--- src/sv/sbss_pkg.sv ---
`timescale 1ns / 1ps
// ----------------------------------------------------------------------------
// sbss_pkg
// Types, codes and defaults shared by the sorted byte set store.
// ----------------------------------------------------------------------------
package sbss_pkg;

  localparam int SBSS_DEPTH = 8;

  localparam logic [1:0] OP_INSERT = 2'd0;
  localparam logic [1:0] OP_DELETE = 2'd1;
  localparam logic [1:0] OP_QUERY  = 2'd2;

  localparam logic [1:0] ST_DONE   = 2'd0;
  localparam logic [1:0] ST_FULL   = 2'd1;
  localparam logic [1:0] ST_DUP    = 2'd2;
  localparam logic [1:0] ST_ABSENT = 2'd3;

  typedef struct packed {
    logic [1:0]        operation;
    logic signed [7:0] element;
  } sbss_in_t;

  typedef struct packed {
    logic       found;
    logic [3:0] set_size;
    logic [1:0] status;
  } sbss_out_t;

endpackage

--- src/sv/sorted_byte_set_store_top.sv ---
`timescale 1ns / 1ps
// ----------------------------------------------------------------------------
// sorted_byte_set_store_top
// Ordered set of distinct signed bytes held in one entry RAM.
// Each operation scans for the lower bound; a stored insert then shifts the
// entries above it up, and a delete shifts them down, before the strobe;
// busy drops with the strobe, so the next beat may start that cycle.
// The entry RAM has a single read port, so scan and shifts read one entry at a time.
// Reset empties the set at once, RAM contents are kept; the receiver never stalls.
// ----------------------------------------------------------------------------
module sorted_byte_set_store_top #(
  parameter int DEPTH = sbss_pkg::SBSS_DEPTH
) (
  input  logic                clk,
  input  logic                rst_n,
  input  logic                start,
  output logic                busy,
  input  sbss_pkg::sbss_in_t  in_data,
  output logic                out_valid,
  output sbss_pkg::sbss_out_t out_data
);
  import sbss_pkg::*;

  localparam int AW = (DEPTH > 1) ? $clog2(DEPTH) : 1;

  logic          mem_wr_en;
  logic [AW-1:0] mem_wr_addr;
  logic [7:0]    mem_wr_data;
  logic [AW-1:0] mem_rd_addr;
  logic [7:0]    mem_rd_data;

  sbss_ctrl #(
    .DEPTH (DEPTH),
    .AW    (AW)
  ) u_ctrl (
    .clk         (clk),
    .rst_n       (rst_n),
    .start       (start),
    .busy        (busy),
    .in_data     (in_data),
    .out_valid   (out_valid),
    .out_data    (out_data),
    .mem_wr_en   (mem_wr_en),
    .mem_wr_addr (mem_wr_addr),
    .mem_wr_data (mem_wr_data),
    .mem_rd_addr (mem_rd_addr),
    .mem_rd_data (mem_rd_data)
  );

  sbss_ram #(
    .WIDTH (8),
    .DEPTH (DEPTH),
    .AW    (AW)
  ) u_ram (
    .clk     (clk),
    .wr_en   (mem_wr_en),
    .wr_addr (mem_wr_addr),
    .wr_data (mem_wr_data),
    .rd_addr (mem_rd_addr),
    .rd_data (mem_rd_data)
  );

endmodule

--- src/sv/sbss_ram.sv ---
`timescale 1ns / 1ps
// ----------------------------------------------------------------------------
// sbss_ram
// Generic simple dual-port RAM, one write and one registered read port.
// ----------------------------------------------------------------------------
module sbss_ram #(
  parameter int WIDTH = 8,
  parameter int DEPTH = 8,
  parameter int AW    = (DEPTH > 1) ? $clog2(DEPTH) : 1
) (
  input  logic             clk,
  input  logic             wr_en,
  input  logic [AW-1:0]    wr_addr,
  input  logic [WIDTH-1:0] wr_data,
  input  logic [AW-1:0]    rd_addr,
  output logic [WIDTH-1:0] rd_data
);

  logic [WIDTH-1:0] mem_r [DEPTH];
  logic [WIDTH-1:0] rd_data_r;

  always_ff @(posedge clk) begin
    if (wr_en) begin
      mem_r[wr_addr] <= wr_data;
    end
    rd_data_r <= mem_r[rd_addr];
  end

  assign rd_data = rd_data_r;

endmodule

--- src/sv/sbss_ctrl.sv ---
`timescale 1ns / 1ps
// ----------------------------------------------------------------------------
// sbss_ctrl
// Sequencer: scans the entry RAM for the lower bound, then shifts entries
// up or down one at a time, each read then written, and reports one result beat.
// ----------------------------------------------------------------------------
module sbss_ctrl #(
  parameter int DEPTH = sbss_pkg::SBSS_DEPTH,
  parameter int AW    = (DEPTH > 1) ? $clog2(DEPTH) : 1
) (
  input  logic                clk,
  input  logic                rst_n,
  input  logic                start,
  output logic                busy,
  input  sbss_pkg::sbss_in_t  in_data,
  output logic                out_valid,
  output sbss_pkg::sbss_out_t out_data,
  output logic                mem_wr_en,
  output logic [AW-1:0]       mem_wr_addr,
  output logic [7:0]          mem_wr_data,
  output logic [AW-1:0]       mem_rd_addr,
  input  logic [7:0]          mem_rd_data
);
  import sbss_pkg::*;

  localparam int CW = $clog2(DEPTH + 1);
  localparam logic [CW-1:0] CNT_ONE  = CW'(1);
  localparam logic [CW-1:0] CNT_FULL = CW'(DEPTH);

  localparam logic [3:0] S_IDLE     = 4'd0;
  localparam logic [3:0] S_SCAN_RD  = 4'd1;
  localparam logic [3:0] S_SCAN_CMP = 4'd2;
  localparam logic [3:0] S_DECIDE   = 4'd3;
  localparam logic [3:0] S_UP_RD    = 4'd4;
  localparam logic [3:0] S_UP_WR    = 4'd5;
  localparam logic [3:0] S_INS_WR   = 4'd6;
  localparam logic [3:0] S_DN_RD    = 4'd7;
  localparam logic [3:0] S_DN_WR    = 4'd8;

  logic [3:0]        state_r, state_nxt;
  logic [CW-1:0]     cnt_r, cnt_nxt;
  logic [CW-1:0]     pos_r, pos_nxt;
  logic [CW-1:0]     k_r, k_nxt;
  logic              present_r, present_nxt;
  logic [1:0]        op_r, op_nxt;
  logic signed [7:0] elem_r, elem_nxt;
  logic              out_valid_r, out_valid_nxt;
  sbss_out_t         out_data_r, out_data_nxt;
  logic [CW-1:0]     k_dec, k_inc;

  assign k_dec = k_r - CNT_ONE;
  assign k_inc = k_r + CNT_ONE;

  always_comb begin
    state_nxt     = state_r;
    cnt_nxt       = cnt_r;
    pos_nxt       = pos_r;
    k_nxt         = k_r;
    present_nxt   = present_r;
    op_nxt        = op_r;
    elem_nxt      = elem_r;
    out_valid_nxt = 1'b0;
    out_data_nxt  = out_data_r;
    mem_wr_en     = 1'b0;
    mem_wr_addr   = k_r[AW-1:0];
    mem_wr_data   = mem_rd_data;
    mem_rd_addr   = pos_r[AW-1:0];

    case (state_r)
      S_IDLE: begin
        if (start) begin
          op_nxt    = in_data.operation;
          elem_nxt  = in_data.element;
          pos_nxt   = '0;
          state_nxt = S_SCAN_RD;
        end
      end
      S_SCAN_RD: begin
        if (pos_r == cnt_r) begin
          present_nxt = 1'b0;
          state_nxt   = S_DECIDE;
        end else begin
          state_nxt = S_SCAN_CMP;
        end
      end
      S_SCAN_CMP: begin
        if ($signed(mem_rd_data) < elem_r) begin
          pos_nxt   = pos_r + CNT_ONE;
          state_nxt = S_SCAN_RD;
        end else begin
          present_nxt = ($signed(mem_rd_data) == elem_r);
          state_nxt   = S_DECIDE;
        end
      end
      S_DECIDE: begin
        out_data_nxt.found    = present_r;
        out_data_nxt.set_size = 4'(cnt_r);
        out_data_nxt.status   = ST_DONE;
        if (op_r == OP_INSERT) begin
          if (present_r) begin
            out_data_nxt.status = ST_DUP;
            out_valid_nxt       = 1'b1;
            state_nxt           = S_IDLE;
          end else if (cnt_r == CNT_FULL) begin
            out_data_nxt.status = ST_FULL;
            out_valid_nxt       = 1'b1;
            state_nxt           = S_IDLE;
          end else begin
            k_nxt     = cnt_r;
            state_nxt = S_UP_RD;
          end
        end else if (op_r == OP_DELETE) begin
          if (present_r) begin
            k_nxt     = pos_r;
            state_nxt = S_DN_RD;
          end else begin
            out_data_nxt.status = ST_ABSENT;
            out_valid_nxt       = 1'b1;
            state_nxt           = S_IDLE;
          end
        end else begin
          out_valid_nxt = 1'b1;
          state_nxt     = S_IDLE;
        end
      end
      S_UP_RD: begin
        mem_rd_addr = k_dec[AW-1:0];
        if (k_r == pos_r) begin
          state_nxt = S_INS_WR;
        end else begin
          state_nxt = S_UP_WR;
        end
      end
      S_UP_WR: begin
        mem_wr_en   = 1'b1;
        mem_wr_addr = k_r[AW-1:0];
        k_nxt       = k_dec;
        state_nxt   = S_UP_RD;
      end
      S_INS_WR: begin
        mem_wr_en             = 1'b1;
        mem_wr_addr           = pos_r[AW-1:0];
        mem_wr_data           = elem_r;
        cnt_nxt               = cnt_r + CNT_ONE;
        out_data_nxt.set_size = 4'(cnt_nxt);
        out_valid_nxt         = 1'b1;
        state_nxt             = S_IDLE;
      end
      S_DN_RD: begin
        mem_rd_addr = k_inc[AW-1:0];
        if (k_inc >= cnt_r) begin
          cnt_nxt               = cnt_r - CNT_ONE;
          out_data_nxt.set_size = 4'(cnt_nxt);
          out_valid_nxt         = 1'b1;
          state_nxt             = S_IDLE;
        end else begin
          state_nxt = S_DN_WR;
        end
      end
      S_DN_WR: begin
        mem_wr_en   = 1'b1;
        mem_wr_addr = k_r[AW-1:0];
        k_nxt       = k_inc;
        state_nxt   = S_DN_RD;
      end
      default: begin
        state_nxt = S_IDLE;
      end
    endcase
  end

  always_ff @(posedge clk) begin
    if (!rst_n) begin
      state_r     <= S_IDLE;
      cnt_r       <= '0;
      out_valid_r <= 1'b0;
    end else begin
      state_r     <= state_nxt;
      cnt_r       <= cnt_nxt;
      out_valid_r <= out_valid_nxt;
    end
  end

  always_ff @(posedge clk) begin
    pos_r      <= pos_nxt;
    k_r        <= k_nxt;
    present_r  <= present_nxt;
    op_r       <= op_nxt;
    elem_r     <= elem_nxt;
    out_data_r <= out_data_nxt;
  end

  assign busy      = (state_r != S_IDLE);
  assign out_valid = out_valid_r;
  assign out_data  = out_data_r;

endmodule
--- config.mk ---
export PLATFORM = sky130hd
export DESIGN_NAME = sorted_byte_set_store_top
export DESIGN_NICKNAME = d
export VERILOG_FILES = /design/src/sv/sbss_pkg.sv /design/src/sv/sorted_byte_set_store_top.sv /design/src/sv/sbss_ram.sv /design/src/sv/sbss_ctrl.sv
export SDC_FILE = /design/constraint.sdc
export NUM_CORES = 1
export LEC_CHECK = 0
export CORE_MARGIN = 1.5
export CORE_UTILIZATION = 63
export DETAILED_ROUTE_END_ITERATION = 8
export DONT_BUFFER_PORTS = 1
export PLACE_DENSITY = 0.79
export SETUP_SLACK_MARGIN = 0.2
export SYNTH_ARGS = -nofsm -noshare
export SYNTH_HDL_FRONTEND = slang
export SYNTH_HIERARCHICAL = 1
export SYNTH_SLANG_ARGS = --single-unit
--- constraint.sdc ---
create_clock -name clk -period 3.56 [get_ports clk]
set_input_delay 0.712 -clock clk [delete_from_list [all_inputs] [get_ports clk]]
set_output_delay 0.712 -clock clk [all_outputs]
set_load 0.01 [all_outputs]
==> out/metrics.cfg, run 1 <==
[clocking]
clock-sinks = 107
cts_hold_buf = 0
cts_buffers = 9
clkTransAtPathRegs_ns = 0.11
h-tree-depth = 3
post_cts_resized = 0
clockRootBuffer = clkbuf_8
clockBufferDepth = 2
cts_tree = yes
insertion_delay_ns = 0.37
cts_setup_buffers = 0

[synthesis]
syn_nets = 385
synth-simple-area-share = 0.08617
synth_top_family_by_area = multiplexers
seq_area_frac_synth = 0.6039
yosys.area_share.xor_xnor = 0.03477
synth_edf_count = 90
synthCells = 355
synth-seq-cells = 107
syn-cell-area_mm2 = 0.005039
async_flop_share = 0
yosysWarnings = 6
synth_compound_area_frac = 0.06854
ys.flop_type = edfxtp_1
synthMuxAreaShare = 0.1286
syn_area_per_cell_um2 = 14.19
ys_types = 54
synth_fa_ha_area_frac = 0.04222

[timing]
hold_viol = 0
totalNegativeSetupSlack_ns = 0
setup_viol = 0
fin_skew_ns = 0.01139
timing.final.max_slew_violations = 0
tightest_slew_ns = 0.9621
post-route-min-period_ns = 2.956
period_share = 0.8304
slew_headroom = 0.3586
fmax_ghz = 0.3383
setup_ws_ns = 0.6038
rsz0062_at_grt = false

[power_and_ir_drop]
p_per_area_mw_per_mm2 = 461.4
p_sw_uw = 622.3
combPwrFrac = 0.113
p_sw_frac = 0.2553
ir_worst_vdd_uv = 299.6
p_int_mw = 1.816
power_frac_seq = 0.603
clock_power_share = 0.285
p_leak_nw = 1.877

[final_layout]
final_core_util = 0.6838
diodes = 0
stdcell_count = 461
nets = 384
syn_to_final_growth_pct = 4.867
drive_above_1_share = 0.1337

[floorplan]
io_pins = 22
die_area_mm2 = 0.008543
die_h_um = 92.43
rows = 32
initial_core_util = 0.6520
core_area_mm2 = 0.007727
die_x_um = 92.43

[routing]
drt-initial-drc-count = 209
wl_per_cell_um = 20.88
wl_um = 9627
via_count = 2910
drt-pass1-iter-count = 5
drc = 0
drtAntennaViolNets = 0
vias_per_cell = 6.312

[critical_path]
crit_path_max_fanout = 15
criticalPathCategory = reg2reg
worst_setup_path_start_kind = register
worstPathRequired_ns = 3.56
cp-end-kind = register
worstPathArrival_ns = 2.95

[grt]
grt_overflow = 0
antenna_found_initial = 0
grt_pass1_wl_um = 15060
grt_max_degree = 21
grt_usage = 0.2445
grt_pass1_vias = 2799

[flow_run]
drv_cap = 0

[place]
dp_hpwl_um = 6798
port_buffers = 0
place.gp.congestion = 0.9047
dp_cells = 444
dp_slack_ns = 0.5188

[status]
outcome = finished, final reports clean

[hold_path]
hp-class = in2reg

-- kinds of logic (layout without fill, tap and decap cells) --
group	count (synthesis)	count (layout)
DFF	107	107
and+or+nand+nor	85	85
AOI/OAI and AO/OA	53	53
muxes	37	37
buffers and inverters	36	40
xor gates and xnor gates	20	20
adders and majority gates	17	17
-- Yosys cell counts (2+ instances only) --
library cell | n | area share
a31oi_1 | 3 | 0.0037
or2_2 | 3 | 0.0037
clkbuf_1 | 7 | 0.0052
inv_1 | 18 | 0.013
mux4_1 | 15 | 0.078
nor4_1 | 3 | 0.0037
ha_1 | 17 | 0.042
nor3_1 | 7 | 0.0070
o21a_1 | 2 | 0.0030
nand4_1 | 2 | 0.0025
xor2_1 | 11 | 0.019
nand3b_1 | 2 | 0.0030
nand3_1 | 5 | 0.0050
a211oi_1 | 2 | 0.0030
nor2b_1 | 4 | 0.0050
and3_1 | 3 | 0.0037
o221ai_1 | 2 | 0.0035
a21oi_1 | 16 | 0.016
mux2i_1 | 4 | 0.0079
o21ai_0 | 12 | 0.012
buf_2 | 5 | 0.0050
buf_6 | 3 | 0.0067
nand2_1 | 24 | 0.018
nand2b_1 | 6 | 0.0075
nor4b_1 | 2 | 0.0035
mux2_2 | 17 | 0.038
xnor2_1 | 9 | 0.016
dfxtp_1 | 17 | 0.068
nor2_1 | 19 | 0.014
edfxtp_1 | 90 | 0.54
a21o_1 | 2 | 0.0030
-- worst max-delay path, stage by stage (launching register included) --
cell and delay, ns:
dfxtp_1 0.45, nor2b_4 0.27, nand2_1 0.21, nor2_4 0.36, mux2_2 0.39, nand2b_1 0.20
nor2_1 0.71
-- layout make-up --
type / count / area (µm²)
tap: 102 / 127.6
fill: 548 / 2444
timing repair buffer: 5 / 37.54
clock buffer: 10 / 127.6
inverter: 19 / 71.32
multi-input combinational: 212 / 1815
clock inverter: 6 / 61.31
sequential: 107 / 3043
-- path summary, 6_finish.rpt --
| kind | from | end | slack [ns] | cells past startpoint |
|---|---|---|---|---|
| max | u_ctrl/state_r[2]$_SDFFE_PN0P_ | u_ram/mem_r[3][5]$_DFFE_PP_ | 0.60 | 6 |
| min | in_data[2] | u_ctrl/elem_r[2]$_DFFE_PP_ | 0.43 | 0 |
| max reg2reg | u_ctrl/state_r[2]$_SDFFE_PN0P_ | u_ram/mem_r[3][5]$_DFFE_PP_ | 0.60 | 6 |
| min reg2reg | u_ctrl/present_r$_SDFFCE_PN0P_ | u_ctrl/out_data[6]$_DFFE_PP_ | 0.62 | 0 |
-- state kept, by name, summed over array words and instances (netlist names) --
name              cells
u_ctrl/cnt_r          4
u_ctrl/out_valid      1
u_ctrl/elem_r         8
u_ram/mem_r          64
u_ctrl/out_data       7
u_ctrl/pos_r          4
u_ram/rd_data         8
u_ctrl/state_r        4
u_ctrl/op_r           2
u_ctrl/k_r            4
u_ctrl/present_r      1
-- cell usage in the layout, fill, tap and decap left out, types with 11 or more instances in the layout --
master and instances:
xor2_1 11, nor2_1 19, mux2_2 17, inv_1 18, mux4_1 15, ha_1 17
o21ai_0 11, edfxtp_1 90, dfxtp_1 17, a21oi_1 16, nand2_1 24
-- per-layer routing --
layer  vias to the layer above  track usage  part of all wire
met4                         0       0.1192             0.032
met2                       101       0.3952              0.50
met1                      1438       0.3136              0.41
li1                       1347            -                 -
met5                         -            0                 0
met3                        24      0.05419             0.061
-- power by group through the flow --
stage                     clock [mW]  combinational, mW  sequential [mW]
after floorplan                    0              0.232             1.47
after global placement             0              0.265             1.50
after detailed placement           0              0.273             1.50
after CTS                      0.711              0.273             1.47
after global routing           0.754              0.305             1.47
final                          0.694              0.274             1.47
-- stage by stage --
stage	total power, mW	hold WS (ns)	area (µm²)
6_report	2.438	0.4272	5284
5_1_grt	2.531	0.4059	5284
4_1_cts	2.453	0.4134	5276
3_5_place_dp	1.770	0.5890	5087
3_3_place_gp	1.761	0.5643	5087
2_1_floorplan	1.698	0.5334	5039
Power figures use the tool's default switching activity.
==> run 2: changes to the inputs <==
clock period = 2.8 ns   (was 3.56 ns; I/O delays follow)
==> run 2 against run 1 <==
Non-clock buffer count is 12 higher. Routed wire length is 6.4% lower. Combinational power up 29%. Clock power up 29%. Register-to-register slack lost 0.24 ns. Flip-flop and latch count unchanged. Global-route usage down 1.6 points. Cell count increased by 2.6%. Fmax increased by 21%. Largest power group unchanged.
==> out/metrics.cfg, run 2 (synthesized netlist as in run 1, its figures left out) <==
[final_layout]
final_cell_mix = edfxtp_1, nand2_1, nor2_1
diodes = 0  ; unchanged
stdcell_count = 473  ; +2.6%
final_core_util = 0.6979  ; +0.01409
syn_to_final_growth_pct = 7.028
regMostFlops = u_ram/mem_r
largest_reg_flops = 64  ; unchanged
final_common_cell = edfxtp_1
design_area_mm2 = 0.005393  ; +2.1%
drive_above_1_share = 0.1698  ; +0.03611
nets = 396  ; +3.1%

[critical_path]
regToRegSetupSlack_ns = 0.36  ; -0.24 ns
worst_setup_path_start_kind = register
worstPathRequired_ns = 2.93  ; -0.63 ns
crit_path_max_fanout = 8  ; -7
worstPathArrival_ns = 2.57  ; -0.38 ns
cp-end-kind = register
criticalPathCategory = reg2reg

[grt]
grt_max_degree = 21  ; unchanged
grt_pass1_wl_um = 14150  ; -6.0%
grt_overflow = 0  ; unchanged
grt_usage = 0.2289  ; -0.01560
antenna_found_initial = 0  ; unchanged
grt_pass1_vias = 2854  ; +2.0%

[timing]
slew_headroom = 0.4583  ; +0.09962
fin_skew_ns = 0.01139  ; -0.0000006000 ns
holdWs_ns = 0.2728  ; -0.1544 ns
totalNegativeSetupSlack_ns = 0  ; unchanged
setup_ws_ns = 0.3645  ; -0.2394 ns
period_share = 0.8698  ; +0.03945
fmax_ghz = 0.4106  ; +21%
setup_viol = 0  ; unchanged
hold_viol = 0  ; unchanged
timing.final.max_slew_violations = 0  ; unchanged
tightest_slew_ns = 0.8041  ; -0.1579 ns
post-route-min-period_ns = 2.436  ; -0.5206 ns
rsz0062_at_grt = false

[power_and_ir_drop]
ir_worst_vdd_uv = 365.0  ; +22%
p_leak_nw = 1.950  ; +3.9%
power_frac_seq = 0.598  ; -0.005
report.power.total_mw = 3.111  ; +28%
combPwrFrac = 0.114  ; about the same
p_sw_frac = 0.2542  ; -0.001054
p_sw_uw = 790.8  ; +27%
p_int_mw = 2.320  ; +28%
clock_power_share = 0.288  ; +0.003
p_per_area_mw_per_mm2 = 576.9  ; +25%

[place]
dp_hpwl_um = 6321  ; -7.0%
placed_area_mm2 = 0.005197  ; +2.2%
place.gp.congestion = 0.9064  ; +0.19%
dp_slack_ns = 0.3772  ; -0.1416 ns
dp_cells = 457  ; +2.9%
port_buffers = 0  ; unchanged

[floorplan]
die_area_mm2 = 0.008543  ; unchanged
core_area_mm2 = 0.007727  ; unchanged
die_h_um = 92.43  ; unchanged
io_pins = 22  ; unchanged
initial_core_util = 0.6520  ; unchanged
die_x_um = 92.43  ; unchanged
rows = 32  ; unchanged

[routing]
wl_um = 9012  ; -6.4%
wl_per_cell_um = 19.05  ; -8.8%
drc = 0  ; unchanged
drt-pass1-iter-count = 6  ; +1
drtAntennaViolNets = 0  ; unchanged
via_count = 2846  ; -2.2%
vias_per_cell = 6.017  ; -4.7%
drt-initial-drc-count = 107  ; -49%

[clocking]
cts_hold_buf = 0  ; unchanged
clock-sinks = 107  ; unchanged
clkTransAtPathRegs_ns = 0.11  ; about the same
cts_buffers = 9  ; unchanged
clockBufferDepth = 2  ; unchanged
h-tree-depth = 3  ; unchanged
cts_tree = yes
insertion_delay_ns = 0.37  ; about the same
clockRootBuffer = clkbuf_8

[flow_run]
drv_cap = 0  ; unchanged

[hold_path]
hp-class = in2reg

[status]
outcome = finished, final reports clean

## run 2: cell types whose count changed in the layout (fill, tap and decap cells not counted)
cell | before | now
buf_12 | 0 | 1
buf_4 | 5 | 16
clkbuf_1 | 1 | 0
clkinv_2 | 0 | 1
clkinv_4 | 2 | 0
dfxtp_1 | 17 | 15
dfxtp_2 | 0 | 2
inv_6 | 1 | 2
inv_8 | 1 | 2
## run 2: layout make-up
| type | instances | area (µm²) |
|---|---|---|
| timing repair buffer | 17 | 140.1 |
| clock inverter | 7 | 68.82 |
| sequential | 107 | 3045 |
| clock buffer | 9 | 123.9 |
| inverter | 19 | 71.32 |
| tap | 102 | 127.6 |
| fill | 537 | 2335 |
| multi-input combinational | 212 | 1815 |
## run 2: worst paths after layout
check                                    start                           end  depth (start not counted)
setup / recovery       u_ctrl/k_r[0]$_DFFE_PP_  u_ctrl/out_data[3]$_DFFE_PP_                          7
hold / removal                      in_data[2]    u_ctrl/elem_r[2]$_DFFE_PP_                          0
setup reg to reg       u_ctrl/k_r[0]$_DFFE_PP_  u_ctrl/out_data[3]$_DFFE_PP_                          7
hold reg to reg   u_ctrl/cnt_r[3]$_SDFFE_PN0P_  u_ctrl/cnt_r[3]$_SDFFE_PN0P_                          2
## run 2: power by group through the flow
stage               clock network (mW)  registers (mW)  logic, mW
global route                     0.974            1.87      0.389
detailed placement                   0            1.90      0.354
global placement                     0            1.90      0.341
CTS                              0.921            1.86      0.356
finish                           0.897            1.86      0.354
floorplan                            0            1.86      0.295
## run 2: repair_timing
action / in CTS / in global routing
setup buffers: 0 / 0
endpoints found under the setup margin: 0 / 34
resized for setup: 0 / 2
## run 2: critical path, stage by stage (launching register included)
cell,delay [ns]
edfxtp_1,0.53
inv_1,0.10
ha_1,0.41
ha_1,0.32
a21oi_1,0.18
o211a_1,0.25
nor2_1,0.08
or2_2,0.33
## run 2: routing by layer
metal,vias to the layer above,global-route usage,share of wire
li1,1363,-,-
met1,1384,0.2661,0.42
met2,75,0.3940,0.50
met3,24,0.05665,0.041
met4,0,0.1141,0.035
met5,-,0,0
